## src/design/i2c_master_bit_sequencer_defines.svh

```systemverilog
// Assertion macros for the I2C master bit sequencer RTL.
`ifndef I2C_MASTER_BIT_SEQUENCER_DEFINES_SVH
`define I2C_MASTER_BIT_SEQUENCER_DEFINES_SVH

// Same-cycle implication checked on every rising edge outside reset.
`define I2CMS_ASSERT_NOW(label, ante, cons, msg) \
  label: assert property (@(posedge clk) disable iff (rst) (ante) |-> (cons)) \
    else $error(msg);

// Next-cycle implication checked on every rising edge outside reset.
`define I2CMS_ASSERT_NEXT(label, ante, cons, msg) \
  label: assert property (@(posedge clk) disable iff (rst) (ante) |=> (cons)) \
    else $error(msg);

`endif

```

## src/design/i2cms_pkg.sv

```systemverilog
// Types and constants of the I2C master bit sequencer.
package i2cms_pkg;

  localparam int DIV_W = 16;

  // Opcode field values.
  localparam logic [2:0] OP_START     = 3'd0;
  localparam logic [2:0] OP_STOP      = 3'd1;
  localparam logic [2:0] OP_WRITE     = 3'd2;
  localparam logic [2:0] OP_READ_ACK  = 3'd3;
  localparam logic [2:0] OP_READ_NACK = 3'd4;
  localparam logic [2:0] OP_TICK      = 3'd5;

  localparam logic [DIV_W-1:0] TPP_RESET = DIV_W'(250);

  typedef enum logic [2:0] {
    CMD_START     = 3'd0,
    CMD_STOP      = 3'd1,
    CMD_WRITE     = 3'd2,
    CMD_READ_ACK  = 3'd3,
    CMD_READ_NACK = 3'd4,
    CMD_IDLE      = 3'd7
  } cmd_t;

  typedef struct packed {
    logic       scl_release;
    logic       sda_release;
    logic       busy_res;
    logic       done_res;
    logic       ack_seen;
    logic [7:0] read_data;
    logic       cmd_rejected;
  } res_t;

endpackage

```

## src/design/i2cms_cmd_if.sv

```systemverilog
// Input item channel: opcode, byte and sampled SDA level.
interface i2cms_cmd_if;
  logic       valid;
  logic       ready;
  logic [2:0] opcode;
  logic [7:0] data_byte;
  logic       sda_in;

  modport source (output valid, output opcode, output data_byte, output sda_in, input ready);
  modport sink (input valid, input opcode, input data_byte, input sda_in, output ready);
endinterface

```

## src/design/i2cms_res_if.sv

```systemverilog
// Result item channel: pin levels and status.
interface i2cms_res_if;
  logic       valid;
  logic       ready;
  logic       scl_release;
  logic       sda_release;
  logic       busy_res;
  logic       done_res;
  logic       ack_seen;
  logic [7:0] read_data;
  logic       cmd_rejected;

  modport source (output valid, output scl_release, output sda_release, output busy_res,
                  output done_res, output ack_seen, output read_data, output cmd_rejected,
                  input ready);
  modport sink (input valid, input scl_release, input sda_release, input busy_res,
                input done_res, input ack_seen, input read_data, input cmd_rejected,
                output ready);
endinterface

```

## src/design/i2cms_cfg_if.sv

```systemverilog
// Configuration write channel for the phase length register.
interface i2cms_cfg_if;
  logic        valid;
  logic        ready;
  logic [15:0] data;

  modport source (output valid, output data, input ready);
  modport sink (input valid, input data, output ready);
endinterface

```

## src/design/i2c_master_bit_sequencer.sv

```systemverilog
// I2C master bit sequencer: one result item per input item, one item per cycle while the output side is ready.
// The result of an item is registered and is on the output channel in the cycle after it is accepted.
// One item per cycle while the output side is ready; the single result register is refilled as it is taken.
// Reset (synchronous, active high): idle, both lines released, phase length 250 ticks.
// A held result only stalls input while the output side is not ready.
`include "i2c_master_bit_sequencer_defines.svh"
module i2c_master_bit_sequencer (
  input logic         clk,
  input logic         rst,
  i2cms_cmd_if.sink   cmd,
  i2cms_res_if.source res,
  i2cms_cfg_if.sink   cfg
);
  import i2cms_pkg::*;

  logic [DIV_W-1:0] ticks_per_phase;
  logic             fire;
  res_t             core_res;

  assign cfg.ready = 1'b1;

  always_ff @(posedge clk) begin
    if (rst) begin
      ticks_per_phase <= TPP_RESET;
    end else if (cfg.valid) begin
      ticks_per_phase <= cfg.data;
    end
  end

  assign fire = cmd.valid && cmd.ready;

  i2cms_core u_core (
    .clk             (clk),
    .rst             (rst),
    .fire            (fire),
    .opcode          (cmd.opcode),
    .data_byte       (cmd.data_byte),
    .sda_in          (cmd.sda_in),
    .ticks_per_phase (ticks_per_phase),
    .res             (core_res)
  );

  i2cms_out_reg u_out (
    .clk      (clk),
    .rst      (rst),
    .in_valid (cmd.valid),
    .in_ready (cmd.ready),
    .in_res   (core_res),
    .res      (res)
  );

  `I2CMS_ASSERT_NOW(a_done_leaves_idle, core_res.done_res, !core_res.busy_res, "done while busy")
  `I2CMS_ASSERT_NOW(a_reject_needs_busy, core_res.cmd_rejected, core_res.busy_res && !core_res.done_res, "reject while idle")
  `I2CMS_ASSERT_NEXT(a_stall_blocks_input, res.valid && !res.ready, res.valid && (cmd.ready == res.ready), "stall not seen")

endmodule

```

## src/design/i2cms_core.sv

```systemverilog
// Bus sequencing state and per-item result logic.
module i2cms_core (
  input  logic                     clk,
  input  logic                     rst,
  input  logic                     fire,
  input  logic [2:0]               opcode,
  input  logic [7:0]               data_byte,
  input  logic                     sda_in,
  input  logic [i2cms_pkg::DIV_W-1:0] ticks_per_phase,
  output i2cms_pkg::res_t          res
);
  import i2cms_pkg::*;

  cmd_t             cmd, cmd_next;
  logic [1:0]       step, step_next;
  logic [3:0]       bit_idx, bit_idx_next;
  logic [7:0]       shift, shift_next;
  logic [DIV_W-1:0] div, div_next;
  logic             scl, scl_next;
  logic             sda, sda_next;
  logic             ack, ack_next;
  logic [7:0]       last_read, last_read_next;
  logic             done, rejected;

  logic [DIV_W-1:0] phase_len;
  logic [DIV_W:0]   div_inc;
  logic [3:0]       bit_inc;
  logic             busy;

  assign busy      = (cmd != CMD_IDLE);
  assign phase_len = (ticks_per_phase == '0) ? DIV_W'(1) : ticks_per_phase;
  assign div_inc   = {1'b0, div} + (DIV_W+1)'(1);
  assign bit_inc   = bit_idx + 4'd1;

  // Next state.
  always_comb begin
    cmd_next       = cmd;
    step_next      = step;
    bit_idx_next   = bit_idx;
    shift_next     = shift;
    div_next       = div;
    scl_next       = scl;
    sda_next       = sda;
    ack_next       = ack;
    last_read_next = last_read;
    done           = 1'b0;
    rejected       = 1'b0;
    if (fire) begin
      if (opcode == OP_TICK) begin
        if (busy) begin
          if (div_inc >= {1'b0, phase_len}) begin
            div_next = '0;
            case (cmd)
              CMD_START: begin
                if (step == 2'd0) begin
                  sda_next  = 1'b0;
                  step_next = 2'd1;
                end else begin
                  scl_next = 1'b0;
                  done     = 1'b1;
                end
              end
              CMD_STOP: begin
                sda_next = 1'b1;
                done     = 1'b1;
              end
              CMD_WRITE: begin
                if (bit_idx < 4'd8) begin
                  if (step == 2'd0) begin
                    scl_next  = 1'b1;
                    step_next = 2'd1;
                  end else if (step == 2'd1) begin
                    scl_next = 1'b0;
                    if (bit_idx == 4'd7) sda_next = 1'b1;
                    step_next = 2'd2;
                  end else begin
                    bit_idx_next = bit_inc;
                    shift_next   = {shift[6:0], 1'b0};
                    sda_next     = (bit_inc < 4'd8) ? shift[6] : 1'b1;
                    step_next    = 2'd0;
                  end
                end else begin
                  if (step == 2'd0) begin
                    scl_next  = 1'b1;
                    step_next = 2'd1;
                  end else if (step == 2'd1) begin
                    ack_next  = ~sda_in;
                    scl_next  = 1'b0;
                    step_next = 2'd2;
                  end else begin
                    done = 1'b1;
                  end
                end
              end
              CMD_READ_ACK, CMD_READ_NACK: begin
                if (bit_idx < 4'd8) begin
                  if (step == 2'd0) begin
                    shift_next = {shift[6:0], sda_in};
                    scl_next   = 1'b0;
                    step_next  = 2'd1;
                  end else begin
                    bit_idx_next = bit_inc;
                    step_next    = 2'd0;
                    if (bit_inc < 4'd8) begin
                      scl_next = 1'b1;
                    end else begin
                      last_read_next = shift;
                      sda_next       = (cmd == CMD_READ_ACK) ? 1'b0 : 1'b1;
                    end
                  end
                end else begin
                  if (step == 2'd0) begin
                    scl_next  = 1'b1;
                    step_next = 2'd1;
                  end else if (step == 2'd1) begin
                    scl_next  = 1'b0;
                    step_next = 2'd2;
                  end else begin
                    if (cmd == CMD_READ_ACK) sda_next = 1'b1;
                    done = 1'b1;
                  end
                end
              end
              default: begin
              end
            endcase
            if (done) begin
              cmd_next     = CMD_IDLE;
              step_next    = 2'd0;
              bit_idx_next = 4'd0;
            end
          end else begin
            div_next = div_inc[DIV_W-1:0];
          end
        end
      end else if (opcode <= OP_READ_NACK) begin
        if (busy) begin
          rejected = 1'b1;
        end else begin
          cmd_next     = cmd_t'(opcode);
          step_next    = 2'd0;
          bit_idx_next = 4'd0;
          div_next     = '0;
          case (opcode)
            OP_START: begin
              scl_next = 1'b1;
              sda_next = 1'b1;
            end
            OP_STOP: begin
              sda_next = 1'b0;
              scl_next = 1'b1;
            end
            OP_WRITE: begin
              shift_next = data_byte;
              sda_next   = data_byte[7];
            end
            default: begin
              shift_next = 8'd0;
              sda_next   = 1'b1;
              scl_next   = 1'b1;
            end
          endcase
        end
      end
    end
  end

  // Result of the item, taken from the updated state.
  always_comb begin
    res.scl_release  = scl_next;
    res.sda_release  = sda_next;
    res.busy_res     = (cmd_next != CMD_IDLE);
    res.done_res     = done;
    res.ack_seen     = ack_next;
    res.read_data    = last_read_next;
    res.cmd_rejected = rejected;
  end

  always_ff @(posedge clk) begin
    if (rst) begin
      cmd       <= CMD_IDLE;
      step      <= 2'd0;
      bit_idx   <= 4'd0;
      shift     <= 8'd0;
      div       <= '0;
      scl       <= 1'b1;
      sda       <= 1'b1;
      ack       <= 1'b0;
      last_read <= 8'd0;
    end else begin
      cmd       <= cmd_next;
      step      <= step_next;
      bit_idx   <= bit_idx_next;
      shift     <= shift_next;
      div       <= div_next;
      scl       <= scl_next;
      sda       <= sda_next;
      ack       <= ack_next;
      last_read <= last_read_next;
    end
  end

endmodule

```

## src/design/i2cms_out_reg.sv

```systemverilog
// Result register that drives the output channel.
module i2cms_out_reg (
  input  logic            clk,
  input  logic            rst,
  input  logic            in_valid,
  output logic            in_ready,
  input  i2cms_pkg::res_t in_res,
  i2cms_res_if.source     res
);
  import i2cms_pkg::*;

  logic valid;
  res_t data;

  // A held result is replaced in the same cycle it is taken.
  assign in_ready = !valid || res.ready;

  always_ff @(posedge clk) begin
    if (rst) begin
      valid <= 1'b0;
    end else if (in_ready) begin
      valid <= in_valid;
    end
  end

  always_ff @(posedge clk) begin
    if (in_ready && in_valid) begin
      data <= in_res;
    end
  end

  assign res.valid        = valid;
  assign res.scl_release  = data.scl_release;
  assign res.sda_release  = data.sda_release;
  assign res.busy_res     = data.busy_res;
  assign res.done_res     = data.done_res;
  assign res.ack_seen     = data.ack_seen;
  assign res.read_data    = data.read_data;
  assign res.cmd_rejected = data.cmd_rejected;

endmodule
```

## src/flat_wrapper.sv

```systemverilog
// flat-port wrapper written by rule: the top's interface ports become plain ports
module i2c_master_bit_sequencer_flat import i2cms_pkg::*;
  (clk, rst, cmd_valid, cmd_opcode, cmd_data_byte, cmd_sda_in, cmd_ready, res_valid, res_scl_release, res_sda_release, res_busy_res, res_done_res, res_ack_seen, res_read_data, res_cmd_rejected, res_ready, cfg_valid, cfg_data, cfg_ready);
  i2cms_cmd_if cmd_i ();
  i2cms_res_if res_i ();
  i2cms_cfg_if cfg_i ();
  input logic clk;
  input logic rst;
  input wire logic [$bits(cmd_i.valid)-1:0] cmd_valid;
  input wire logic [$bits(cmd_i.opcode)-1:0] cmd_opcode;
  input wire logic [$bits(cmd_i.data_byte)-1:0] cmd_data_byte;
  input wire logic [$bits(cmd_i.sda_in)-1:0] cmd_sda_in;
  output wire logic [$bits(cmd_i.ready)-1:0] cmd_ready;
  output wire logic [$bits(res_i.valid)-1:0] res_valid;
  output wire logic [$bits(res_i.scl_release)-1:0] res_scl_release;
  output wire logic [$bits(res_i.sda_release)-1:0] res_sda_release;
  output wire logic [$bits(res_i.busy_res)-1:0] res_busy_res;
  output wire logic [$bits(res_i.done_res)-1:0] res_done_res;
  output wire logic [$bits(res_i.ack_seen)-1:0] res_ack_seen;
  output wire logic [$bits(res_i.read_data)-1:0] res_read_data;
  output wire logic [$bits(res_i.cmd_rejected)-1:0] res_cmd_rejected;
  input wire logic [$bits(res_i.ready)-1:0] res_ready;
  input wire logic [$bits(cfg_i.valid)-1:0] cfg_valid;
  input wire logic [$bits(cfg_i.data)-1:0] cfg_data;
  output wire logic [$bits(cfg_i.ready)-1:0] cfg_ready;
  assign cmd_i.valid = cmd_valid;
  assign cmd_i.opcode = cmd_opcode;
  assign cmd_i.data_byte = cmd_data_byte;
  assign cmd_i.sda_in = cmd_sda_in;
  assign cmd_ready = cmd_i.ready;
  assign res_valid = res_i.valid;
  assign res_scl_release = res_i.scl_release;
  assign res_sda_release = res_i.sda_release;
  assign res_busy_res = res_i.busy_res;
  assign res_done_res = res_i.done_res;
  assign res_ack_seen = res_i.ack_seen;
  assign res_read_data = res_i.read_data;
  assign res_cmd_rejected = res_i.cmd_rejected;
  assign res_i.ready = res_ready;
  assign cfg_i.valid = cfg_valid;
  assign cfg_i.data = cfg_data;
  assign cfg_ready = cfg_i.ready;
  i2c_master_bit_sequencer u_core (.clk(clk), .rst(rst), .cmd(cmd_i), .res(res_i), .cfg(cfg_i));
endmodule
```

## config.mk

```make
export PLATFORM = sky130hd
export DESIGN_NAME = i2c_master_bit_sequencer_flat
export DESIGN_NICKNAME = d
export VERILOG_FILES = /design/src/design/i2cms_pkg.sv /design/src/design/i2cms_cmd_if.sv /design/src/design/i2cms_res_if.sv /design/src/design/i2cms_cfg_if.sv /design/src/design/i2c_master_bit_sequencer.sv /design/src/design/i2cms_core.sv /design/src/design/i2cms_out_reg.sv /design/src/flat_wrapper.sv
export VERILOG_INCLUDE_DIRS = /design/src /design/src/design
export SDC_FILE = /design/constraint.sdc
export NUM_CORES = 1
export LEC_CHECK = 0
export BUFFER_PORTS_ARGS = -buffer_cell sky130_fd_sc_hd__buf_4
export CAP_MARGIN = 20
export CORE_MARGIN = 1.5
export CORE_UTILIZATION = 56
export DETAILED_ROUTE_END_ITERATION = 10
export PLACE_DENSITY_LB_ADDON = 0.2
export SLEW_MARGIN = 25
export SYNTH_ARGS = -nofsm -noshare
export SYNTH_HDL_FRONTEND = slang
export SYNTH_SLANG_ARGS = --single-unit
```

## constraint.sdc

```tcl
create_clock -name clk -period 6.63 [get_ports clk]
set_clock_uncertainty 0.1 [all_clocks]
set_input_delay 1.326 -clock clk [delete_from_list [all_inputs] [get_ports clk]]
set_output_delay 1.326 -clock clk [all_outputs]
set_load 0.1 [all_outputs]
```

Yosys cells after proc, flatten, opt, wreduce, memory -nomap -nowiden
Cells that the tools add are included.

Reduce and logical (&&, ||, !) cells: 17. Muxes and demuxes: 113. Eq/ne operators: 29. $lt $le $gt $ge: 4. $add $sub $neg: 2. Bitwise logic cells: 2.

Operator list (number): $mux 8 (18); $mux 16 (6); $mux 1 (50); $mux 4 (11); $pmux 8 s2 (2); $mux 2 (13); $ne 3x3->1 const B (8); $ne 4x4->1 const B (6); $mux 3 (7); $add 16x1->17 const B (1); $ge 17x16->1 (1); $logic_not 16->1 (1); $reduce_and 12->1 (1); $reduce_and 11->1 (1); $eq 3x2->1 const B (3); $lt 4x4->1 const B (2); $pmux 4 s2 (1); $reduce_and 7->1 (1); $eq 3x1->1 const B (2); $eq 3x3->1 const B (2); $logic_not 3->1 (2); $pmux 1 s3 (2); $pmux 2 s3 (1); $reduce_or 2->1 (3); 20 further kinds (22).

Bits in registers: 75. Output and inout port bits: 17. Logic and storage cells: 185.

Logic depth before layout (Yosys ltp)
Gate-level depths: netlist (run 1).

Word-level depth: 15. Mapped depth: 16. Depth with buffers taken out: 14.

Cells and area by module
A second synthesis (run 1) with hierarchy kept.

Cells, all modules: 486. Area, all modules: 4249.1 µm².

By module, submodules not included: i2cms_core (cells each 412, area each 3155.5 µm², times used 1); i2c_master_bit_sequencer (cells each 55, area each 618.1 µm², times used 1); i2cms_out_reg (cells each 19, area each 475.5 µm², times used 1).

Worst setup path before layout (run 1)
OpenSTA, ideal clock, no wires.

Path kind: input to register. Start: input port res_ready. End: register u_core.u_core.step[0]. Stages on the path: 7. Buffers on the path: 0. Data required time: 6.443 ns. Slack: 2.620 ns. Library setup time: 0.087 ns. Data arrival time: 3.823 ns. Cells stage by stage: nand2b_1 nand2_1 inv_2 nand3_1 or4_1 or3_1 o31ai_1.

Word-level cells in the longest chain between the ends: 3.

Ends and longest elaborated chain: from (decl) (line flat_wrapper.sv:22) `input wire logic [$bits(res_i.ready)-1:0] res_ready;`; $logic_or 1x1->1 (line i2cms_out_reg.sv:16) `assign in_ready = !valid || res.ready;`; $logic_and 1x1->1 (line i2c_master_bit_sequencer.sv:30) `assign fire = cmd.valid && cmd.ready;`; via u_core.fire (line i2c_master_bit_sequencer.sv:17) `logic fire;`; $reduce_and 7->1 (no source line); to (signal assigned) (line i2cms_core.sv:192) `step <= step_next;`; to (decl) (line i2cms_core.sv:15) `logic [1:0] step, step_next;`.

The timed path passes the listed nets, and every way through them passes these cells. A chain may end at the register's enable or synchronous reset.

Final worst setup path (run 1)
Start: register u_core.u_core.div[0]. End: register u_core.u_core.div[6].

Word-level cells in the longest chain between the ends: 5.

Ends and longest elaborated chain: from (decl) (line i2cms_core.sv:18) `logic [DIV_W-1:0] div, div_next;`; from (signal assigned) (line i2cms_core.sv:195) `div <= div_next;`; $add 16x1->17 * (line i2cms_core.sv:32) `assign div_inc = {1'b0, div} + (DIV_W+1)'(1);`; $ge 17x16->1 (line i2cms_core.sv:51) `if (div_inc >= {1'b0, phase_len}) begin`; $mux 16 * (line i2cms_core.sv:51); $mux 16 * (line i2cms_core.sv:50) `if (busy) begin`; $mux 16 * (line i2cms_core.sv:49) `if (opcode == OP_TICK) begin`.

Every way passes the cells marked *; elsewhere a longest branch is shown, timed or not. The select of a mux whose other input is x is not followed.

==> results_dict.tcl, run 1 <==
set metrics [dict create \
    status "completed" \
    antenna_left 0 \
    die_x_microns 88.5 \
    cts_setup_buffers 0 \
    htreeDepth 3 \
    worst_pin_slew_ns 0.930 \
    antenna_cells 0 \
    post-route-util_pct 68.0 \
    multi_input_area_sq_um 2230 \
    worstHoldPathType "reg2reg" \
    fin_nets 545 \
    area_delta_synth_final_pct 15.3 \
    core_region_area_sq_um 6940 \
    critPathKind "reg2reg" \
    cp_data_required_time_ns 6.83 \
    drt_iter0_markers 145 \
    dpl_cell_area_sq_um 4480 \
    clk_pin_slew_worst_paths_ns 0.08 \
    layout.cells.non_filler 591 \
    syn_avg_cell_area_sq_um 9.02 \
    fp.dieH_microns 88.5 \
    cts-buffers-inserted 9 \
    portBuffers 48 \
    grt.overflow.total 0 \
    post-route-drc-count 0 \
    yosysWarningCount 0 \
    die_area_sq_um 7830 \
    insertion_delay_ns 0.36 \
    cellPowerDensity_nw_per_um2 227 \
    track_usage_pct 25.9 \
    drt_first_pass_iters 5 \
    ioPinCount 50 \
    synth_edf_count 14 \
    ys_types 68 \
    end_kind "register" \
    leakage_nw 1.95 \
    post_drt_wl_per_cell_microns 16.0 \
    startpoint "u_core.u_core.div[0]$_SDFFE_PP0P_" \
    arrival_ns 4.39 \
    max_freq_ghz 0.239 \
    ff_latch_area_sq_um 1640 \
    clockBufferDepth 2 \
    antenna_found_initial 0 \
    slew_headroom_pct 37.6 \
    finalInstanceArea_sq_um 4720 \
    hpwl_microns 6710 \
    initial_core_util_pct 59.0 \
    rsz0062_at_grt "false" \
    period_needed_ns 4.18 \
    cp_max_fo 15 \
    maxCapViolations 0 \
    mappedNetlistArea_sq_um 4090 \
    start_kind "register" \
    grt_pass1_vias 3321 \
    ctsResizeCount 0 \
    num_rows 30 \
    postCtsHoldBufs 0 \
    vias 3547 \
    ys_ff_latch 75 \
    rr_startpoint "u_core.u_core.div[0]$_SDFFE_PP0P_" \
    cts-root-buf "clkbuf_8" \
    finalSetupViolations 0 \
    synth_flop_cell "dfxtp_1" \
    slew_viol_final 0 \
    grt_max_degree 33 \
    hold_start "u_core.u_core.div[12]$_SDFFE_PP0P_" \
    clkSinkCount 75 \
    final-hold-violation-count 0 \
    finalSetupTns_ns 0 \
    final.period_utilization_pct 63.1 \
    layout-drive-gt1-share_pct 19.2 \
    cts_tree "built" \
    p_total_mw 1.07 \
    seq_area_frac_synth_pct 40.1 \
    syn_inst 454 \
    ys_async_sr_fraction_pct 0 \
    grt_pass1_wl_microns 15600 \
    dp_cells 575 \
    routed_wl_microns 9480 \
    place_congestion 0.897 \
    vias_per_cell 6.00 \
    irDropWorstVdd_mv 0.237 \
    synth_nets 509 \
    fillers 545 \
]
worst paths after layout:
check | endpoint | depth (start not counted) | slack (ns)
setup / recovery | u_core.u_core.div[6]$_SDFFE_PP0P_ | 14 | 2.45
hold / removal | u_core.u_core.div[12]$_SDFFE_PP0P_ | 2 | 0.38
setup reg to reg | u_core.u_core.div[6]$_SDFFE_PP0P_ | 14 | 2.45
hold reg to reg | u_core.u_core.div[12]$_SDFFE_PP0P_ | 2 | 0.38
logic make-up (layout without fill, tap and decap cells):
family / after synthesis / count (layout) / share of synthesized area [%]
compound gates: 119 / 119 / 21.7
xor+xnor: 12 / 12 / 2.57
flops: 75 / 75 / 40.1
buf+inv: 57 / 98 / 5.50
simple gates: 150 / 150 / 18.6
mux: 18 / 18 / 4.65
other cells: 1 / 1 / 0.0916
fa+ha+maj: 22 / 22 / 6.72
state kept, by name, indices dropped and copies added, names as in the netlist:
register                       cells
u_core.ticks_per_phase            16
u_core.u_core.div                 16
u_core.u_core.last_read            8
u_core.u_core.shift                8
u_core.u_out.res.read_data         8
u_core.u_core.bit_idx              4
u_core.u_core.cmd                  3
u_core.u_core.step                 2
u_core.u_core.ack                  1
u_core.u_core.scl                  1
u_core.u_core.sda                  1
u_core.u_out.res.ack_seen          1
u_core.u_out.res.busy_res          1
u_core.u_out.res.cmd_rejected      1
u_core.u_out.res.done_res          1
u_core.u_out.res.scl_release       1
u_core.u_out.res.sda_release       1
u_core.u_out.res.valid             1
where the power goes:
part / internal [mW] / switching, mW / total (mW) / leakage, nW
sequential: 0.482 / 0.0154 / 0.497 / 0.631
combinational: 0.0506 / 0.112 / 0.163 / 1.20
clock: 0.227 / 0.183 / 0.410 / 0.119
final cells by class:
class	instances	share of cell area, %
sequential	75	34.8
timing repair buffer	49	7.79
inverter	33	2.62
clock inverter	6	2.07
multi-input combinational	322	47.3
tap	96	2.55
clock buffer	10	2.92
cells in the final DEF, fill, tap and decap left out, types with 3 or more instances in the layout:
| master | count |
|---|---|
| xnor2_1 | 10 |
| ha_1 | 22 |
| o21ai_1 | 8 |
| mux2i_1 | 10 |
| clkbuf_8 | 10 |
| o21a_1 | 3 |
| and3_1 | 4 |
| a22o_1 | 11 |
| inv_2 | 4 |
| nor3_1 | 12 |
| o211ai_1 | 8 |
| o21ai_0 | 9 |
| inv_1 | 29 |
| mux2_2 | 8 |
| edfxtp_1 | 14 |
| a311oi_1 | 10 |
| clkinv_4 | 3 |
| a22oi_1 | 7 |
| buf_4 | 49 |
| dfxtp_1 | 61 |
| o31ai_1 | 4 |
| nor2b_1 | 4 |
| nand2_1 | 37 |
| and2_1 | 11 |
| a21oi_1 | 24 |
| nor4_1 | 7 |
| nand3_1 | 13 |
| nor2_1 | 36 |
| or2_2 | 5 |
| nand4_1 | 8 |
layer usage:
layer / wire, microns / part of all wire [%] / track usage, %
met5: 0 / 0 / 0
met3: 488 / 5.1 / 6.44
met1: 4400 / 46 / 34.3
met2: 4480 / 47 / 41.8
met4: 119 / 1.3 / 8.24
cells in the mapped netlist, drive strengths merged, types with 10 or more instances:
cell type,number,area (sq um)
a21oi,25,125
nor3,12,60.1
mux2i,10,100
buf,10,48.8
clkbuf,14,52.6
dfxtp,61,1220
edfxtp,14,420
xnor2,10,87.6
a311oi,10,87.6
and2,11,68.8
inv,33,124
ha,22,275
nand3,15,85.1
o21ai,17,85.1
nand2,37,139
nor2,37,141
a22o,11,96.3
critical path, stage by stage, from the launching register on:
cell	delay [ns]
dfxtp_1	0.44
and3_1	0.18
nand3_1	0.19
nor2_1	0.28
nand4_1	0.17
or2_2	0.31
xnor2_1	0.20
ha_1	0.28
nand3_1	0.10
nor3_1	0.07
a221o_2	0.42
a211oi_2	0.46
and3_1	0.61
and3_1	0.23
a221o_1	0.10
stage by stage:
stage	worst slack [ns]	hold WS [ns]
after CTS	2.50	0.385
final	2.45	0.383
after floorplan	2.62	0.345
after detailed placement	2.56	0.373
after global placement	2.66	0.361
after global routing	2.22	0.409
No activity file was read; power rests on OpenSTA's default activity.
==> inputs of run 2 (changes only) <==
Settings changed: CORE_UTILIZATION 56 to 53.
Clock period 6.63 ns to 3.7 ns, I/O delays scaled along.
==> run 2 against run 1 <==
  * Sequential share of layout area down 0.83 points
  * Combinational power is 85% higher
  * Via count is 0.14% lower
==> results_dict.tcl, run 2 (synthesized netlist as in run 1, its figures left out) <==
set metrics [dict create \
    cts-root-buf "clkbuf_8" \
    fp.dieH_microns 90.9 \
    post-route-drc-count 0 \
    layout.cells.non_filler 608 \
    finalSetupTns_ns 0 \
    antenna_left 0 \
    dp_cells 590 \
    drt_first_pass_iters 4 \
    start_kind "register" \
    cts_tree "built" \
    critPathKind "reg2reg" \
    die_x_microns 90.9 \
    clk_pin_slew_worst_paths_ns 0.08 \
    insertion_delay_ns 0.34 \
    max_freq_ghz 0.279 \
    final.period_utilization_pct 96.8 \
    ioPinCount 50 \
    end_kind "register" \
    wl_met1_microns 4580 \
    dr_wl_met2_microns 4330 \
    cellPowerDensity_nw_per_um2 376 \
    die_area_sq_um 8260 \
    fin_nets 559 \
    multi_input_area_sq_um 2290 \
    portBuffers 48 \
    htreeDepth 3 \
    vias 3542 \
    cpPeakStageDelay_ns 0.37 \
    period_needed_ns 3.58 \
    finalSetupViolations 0 \
    cts-buffers-inserted 9 \
    path_cells "ha_2 -> nand3_4 -> nor4_4 -> nand3_1 -> xnor2_2 -> ha_1 -> a21o_1 -> a21o_1 -> a221o_2 -> a211o_4 -> nand3_4 -> mux2_2 -> and2_1" \
    clockBufferDepth 2 \
    layout_commonest_cell "buf_4" \
    holdPathStages 1 \
    vias_per_cell 5.83 \
    place_congestion 0.864 \
    track_usage_pct 23.2 \
    worst_pin_slew_ns 0.719 \
    grt_max_degree 33 \
    worstHoldPathType "reg2reg" \
    dr_wl_met3_microns 457 \
    grt.overflow.total 0 \
    leakage_nw 2.03 \
    hpwl_microns 6740 \
    final-hold-violation-count 0 \
    initial_core_util_pct 55.6 \
    layout-drive-gt1-share_pct 22.8 \
    cp_max_fo 8 \
    fillers 620 \
    drt_iter0_markers 171 \
    num_rows 31 \
    cp_data_required_time_ns 3.83 \
    antenna_found_initial 0 \
    slew_viol_final 0 \
    highest_layer "met4" \
    antenna_cells 0 \
    postCtsHoldBufs 0 \
    irDropWorstVdd_mv 0.224 \
    worst_hold_slack_ns 0.381 \
    slew_headroom_pct 52.0 \
    arrival_ns 3.71 \
    post-route-util_pct 66.0 \
    status "completed" \
    ff_latch_area_sq_um 1650 \
    r2r_cells 13 \
    grt_pass1_vias 3300 \
    top_regs "u_core.ticks_per_phase x16, u_core.u_core.div x16" \
    core_region_area_sq_um 7370 \
    maxCapViolations 0 \
    area_delta_synth_final_pct 18.8 \
    routed_wl_microns 9480 \
    mostFrequentLayoutCells "61 x buf_4, 55 x dfxtp_1, 37 x nand2_1" \
    clkSinkCount 75 \
    post_drt_wl_per_cell_microns 15.6 \
    slowest_stage "dfxtp_2" \
    grt_pass1_wl_microns 15600 \
]
[run 2: where the power goes]
| part | switching [mW] | total, mW | leakage (nW) | internal (mW) |
|---|---|---|---|---|
| Sequential | 0.0265 | 0.889 | 0.634 | 0.863 |
| Clock | 0.303 | 0.638 | 0.105 | 0.334 |
| Combinational | 0.205 | 0.301 | 1.29 | 0.0961 |
[run 2: per-stage QoR]
| step | total power, mW | instance area, sq um | setup WS (ns) |
|---|---|---|---|
| after global placement | 1.20 | 4590 | 0.106 |
| final | 1.83 | 4860 | 0.119 |
| after CTS | 1.84 | 4790 | 0.00689 |
| after floorplan | 1.12 | 4090 | 0.249 |
| after global routing | 1.91 | 4860 | -0.0403 |
| after detailed placement | 1.20 | 4590 | -0.0214 |
[run 2: cell type report]
type	count	area share (%)
Multi-Input combinational cell	323	47.0
Sequential cell	75	34.0
Timing Repair Buffer	62	9.83
Clock buffer	11	2.91
Inverter	33	2.55
Tap cell	99	2.55
Clock inverter	5	1.21
[run 2: critical path, delay by kind of cell, from the launching register on]
kind | cells | cell delay, ns
muxes | 1 | 0.36
adders and majority gates | 2 | 0.57
AOI/OAI and AO/OA | 4 | 1.07
DFF | 1 | 0.37
xor gates and xnor gates | 1 | 0.17
and+or+nand+nor | 5 | 0.83
[run 2: path summary, 6_finish.rpt]
kind | startpoint | to | slack (ns)
worst max register to register | u_core.u_core.div[0]$_SDFFE_PP0P_ | u_core.u_core.last_read[7]$_SDFF_PP0_ | 0.12
worst min-delay path | u_core.u_core.div[0]$_SDFFE_PP0P_ | u_core.u_core.div[0]$_SDFFE_PP0P_ | 0.38
worst min register to register | u_core.u_core.div[0]$_SDFFE_PP0P_ | u_core.u_core.div[0]$_SDFFE_PP0P_ | 0.38
worst max-delay path | u_core.u_core.div[0]$_SDFFE_PP0P_ | u_core.u_core.last_read[7]$_SDFF_PP0_ | 0.12
[run 2: per-layer routing]
layer | global-route usage [%] | vias up
met2 | 35.5 | 99
met1 | 33.1 | 1659
met4 | 6.51 | 0
met3 | 4.55 | 12
met5 | 0 | -
li1 | - | 1772
[run 2: repair_timing]
item | CTS | global route
buffers inserted | 0 | 1
cloned | 0 | 1
endpoints found under the hold margin | 0 | 0
setup endpoints to repair | 17 | 52
gates resized for setup | 1 | 15
pin swaps | 1 | 4
==> inputs of run 3 (changes only) <==
==> constraint.sdc (replaced) <==
create_clock -name clk -period 3.7 [get_ports clk]
set_clock_uncertainty 0.1 [all_clocks]
set_input_delay 0 -clock clk [delete_from_list [all_inputs] [get_ports clk]]
set_output_delay 0 -clock clk [all_outputs]
set_load 0.1 [all_outputs]
==> run 3 against run 2 <==
  * Worst setup slack better by 0.046 ns
  * Global-route usage up 5.0 points
  * Critical path depth is 1 lower
  * Clock-buffer cell count fell by 1
  * Fmax grew 1.3%
  * Critical path type unchanged
  * Utilization is 8.4 points higher
  * Largest power group unchanged
==> results_dict.tcl, run 3 (synthesized netlist as in run 1, its figures left out) <==
set metrics [dict create \
    final-hold-violation-count 0 \
    antenna_left 0 \
    cts-buffers-inserted 9 \
    start_kind "register" \
    worstHoldPathType "in2reg" \
    dpl_cell_area_sq_um 4560 \
    arrival_ns 3.68 \
    slew_headroom_pct 51.3 \
    p_total_mw 2.03 \
    fillers 499 \
    end_kind "register" \
    initial_core_util_pct 55.6 \
    die_area_sq_um 8260 \
    cellPowerDensity_nw_per_um2 371 \
    period_needed_ns 3.54 \
    status "completed" \
    area_delta_synth_final_pct 33.9 \
    post_drt_wl_per_cell_microns 16.9 \
    routed_wl_microns 11200 \
    fin_nets 617 \
    ioPinCount 50 \
    drt_first_pass_iters 5 \
    pre_cts_ws_ns 0.00766 \
    leakage_nw 2.27 \
    cp_data_required_time_ns 3.84 \
    grt.overflow.total 0 \
    multi_input_area_sq_um 2270 \
    grt_pass1_vias 3875 \
    portBuffers 48 \
    ff_latch_area_sq_um 1650 \
    layout-drive-gt1-share_pct 19.8 \
    antenna_cells 0 \
    finalSetupViolations 0 \
    clkSinkCount 75 \
    critPathKind "reg2reg" \
    insertion_delay_ns 0.36 \
    vias_per_cell 5.83 \
    mostFrequentLayoutCells "62 x dlygate4sd3_1, 58 x buf_4, 57 x dfxtp_1" \
    vias 3882 \
    final.period_utilization_pct 95.6 \
    track_usage_pct 28.2 \
    clockBufferDepth 2 \
    htreeDepth 3 \
    max_freq_ghz 0.283 \
    num_rows 31 \
    die_x_microns 90.9 \
    cts_tree "built" \
    fp.dieH_microns 90.9 \
    cts-root-buf "clkbuf_8" \
    core_region_area_sq_um 7370 \
    grt_pass1_wl_microns 18700 \
    maxCapViolations 0 \
    hpwl_microns 6680 \
    post-route-drc-count 0 \
    layout_commonest_cell "dlygate4sd3_1" \
    worst_pin_slew_ns 0.730 \
    finalInstanceArea_sq_um 5480 \
    slew_viol_final 0 \
    irDropWorstVdd_mv 0.274 \
    top_regs "u_core.ticks_per_phase x16, u_core.u_core.div x16" \
    cp_max_fo 8 \
    place_congestion 0.888 \
    antenna_found_initial 0 \
    grt_max_degree 33 \
    clk_pin_slew_worst_paths_ns 0.09 \
    finalWorstSetupSlack_ns 0.164 \
    drt_iter0_markers 297 \
]
-- run 3: layout make-up --
cell class | count | area share, %
multi-input combinational | 322 | 41.4
sequential | 75 | 30.0
timing repair buffer | 121 | 19.6
clock buffer | 10 | 2.33
inverter | 33 | 2.26
tap | 99 | 2.26
clock inverter | 6 | 2.05
-- run 3: power by group --
part | switching, mW | total, mW | internal [mW]
Combinational | 0.221 | 0.362 | 0.141
Sequential | 0.0291 | 0.893 | 0.864
Clock | 0.328 | 0.779 | 0.451
Total | 0.578 | 2.03 | 1.46
-- run 3: routing by layer --
layer  track usage [%]  wire length, microns  vias up
met2              46.7                  5480      148
met5                 0                     0        -
met4              13.0                   281        0
li1                  -                     -     1886
met3              4.63                   628       31
met1              35.7                  4840     1817
-- run 3: path summary, 6_finish.rpt --
check	cells past startpoint	slack [ns]	to	from
worst max-delay path	12	0.16	u_core.u_core.last_read[7]$_SDFF_PP0_	u_core.u_core.div[8]$_SDFFE_PP0P_
worst min-delay path	5	0.30	u_core.u_core.cmd[1]$_SDFF_PP1_	res_ready
worst max register to register	12	0.16	u_core.u_core.last_read[7]$_SDFF_PP0_	u_core.u_core.div[8]$_SDFFE_PP0P_
worst min register to register	1	0.38	u_core.u_core.div[0]$_SDFFE_PP0P_	u_core.u_core.div[0]$_SDFFE_PP0P_
-- run 3: through the flow --
step                      cells  hold slack, ns  util (%)  TNS [ns]
after floorplan             454          0.0228         -         0
after global placement      587           0.126      61.9         0
after detailed placement    587           0.121      61.9         0
after CTS                   665           0.239      73.7         0
after global routing        666           0.295      74.4  -0.00363
final                       666           0.297      74.4         0
-- run 3: timing repair --
action | CTS | global route
setup endpoints to repair | 16 | 35
buffers inserted | 0 | 1
pin swaps | 0 | 3
resized for setup | 1 | 10
hold endpoints to repair | 32 | 0
hold buffers | 62 | 0
-- run 3: critical path: stages (launching register included) --
cell     delay, ns
dfxtp_1       0.42
nand4_1       0.22
nor4_4        0.35
nand3_2       0.13
xnor2_2       0.15
ha_1          0.33
a21o_1        0.19
a21o_1        0.17
a221o_2       0.33
a211o_4       0.37
nand3_4       0.14
mux2_2        0.37
and2_1        0.15
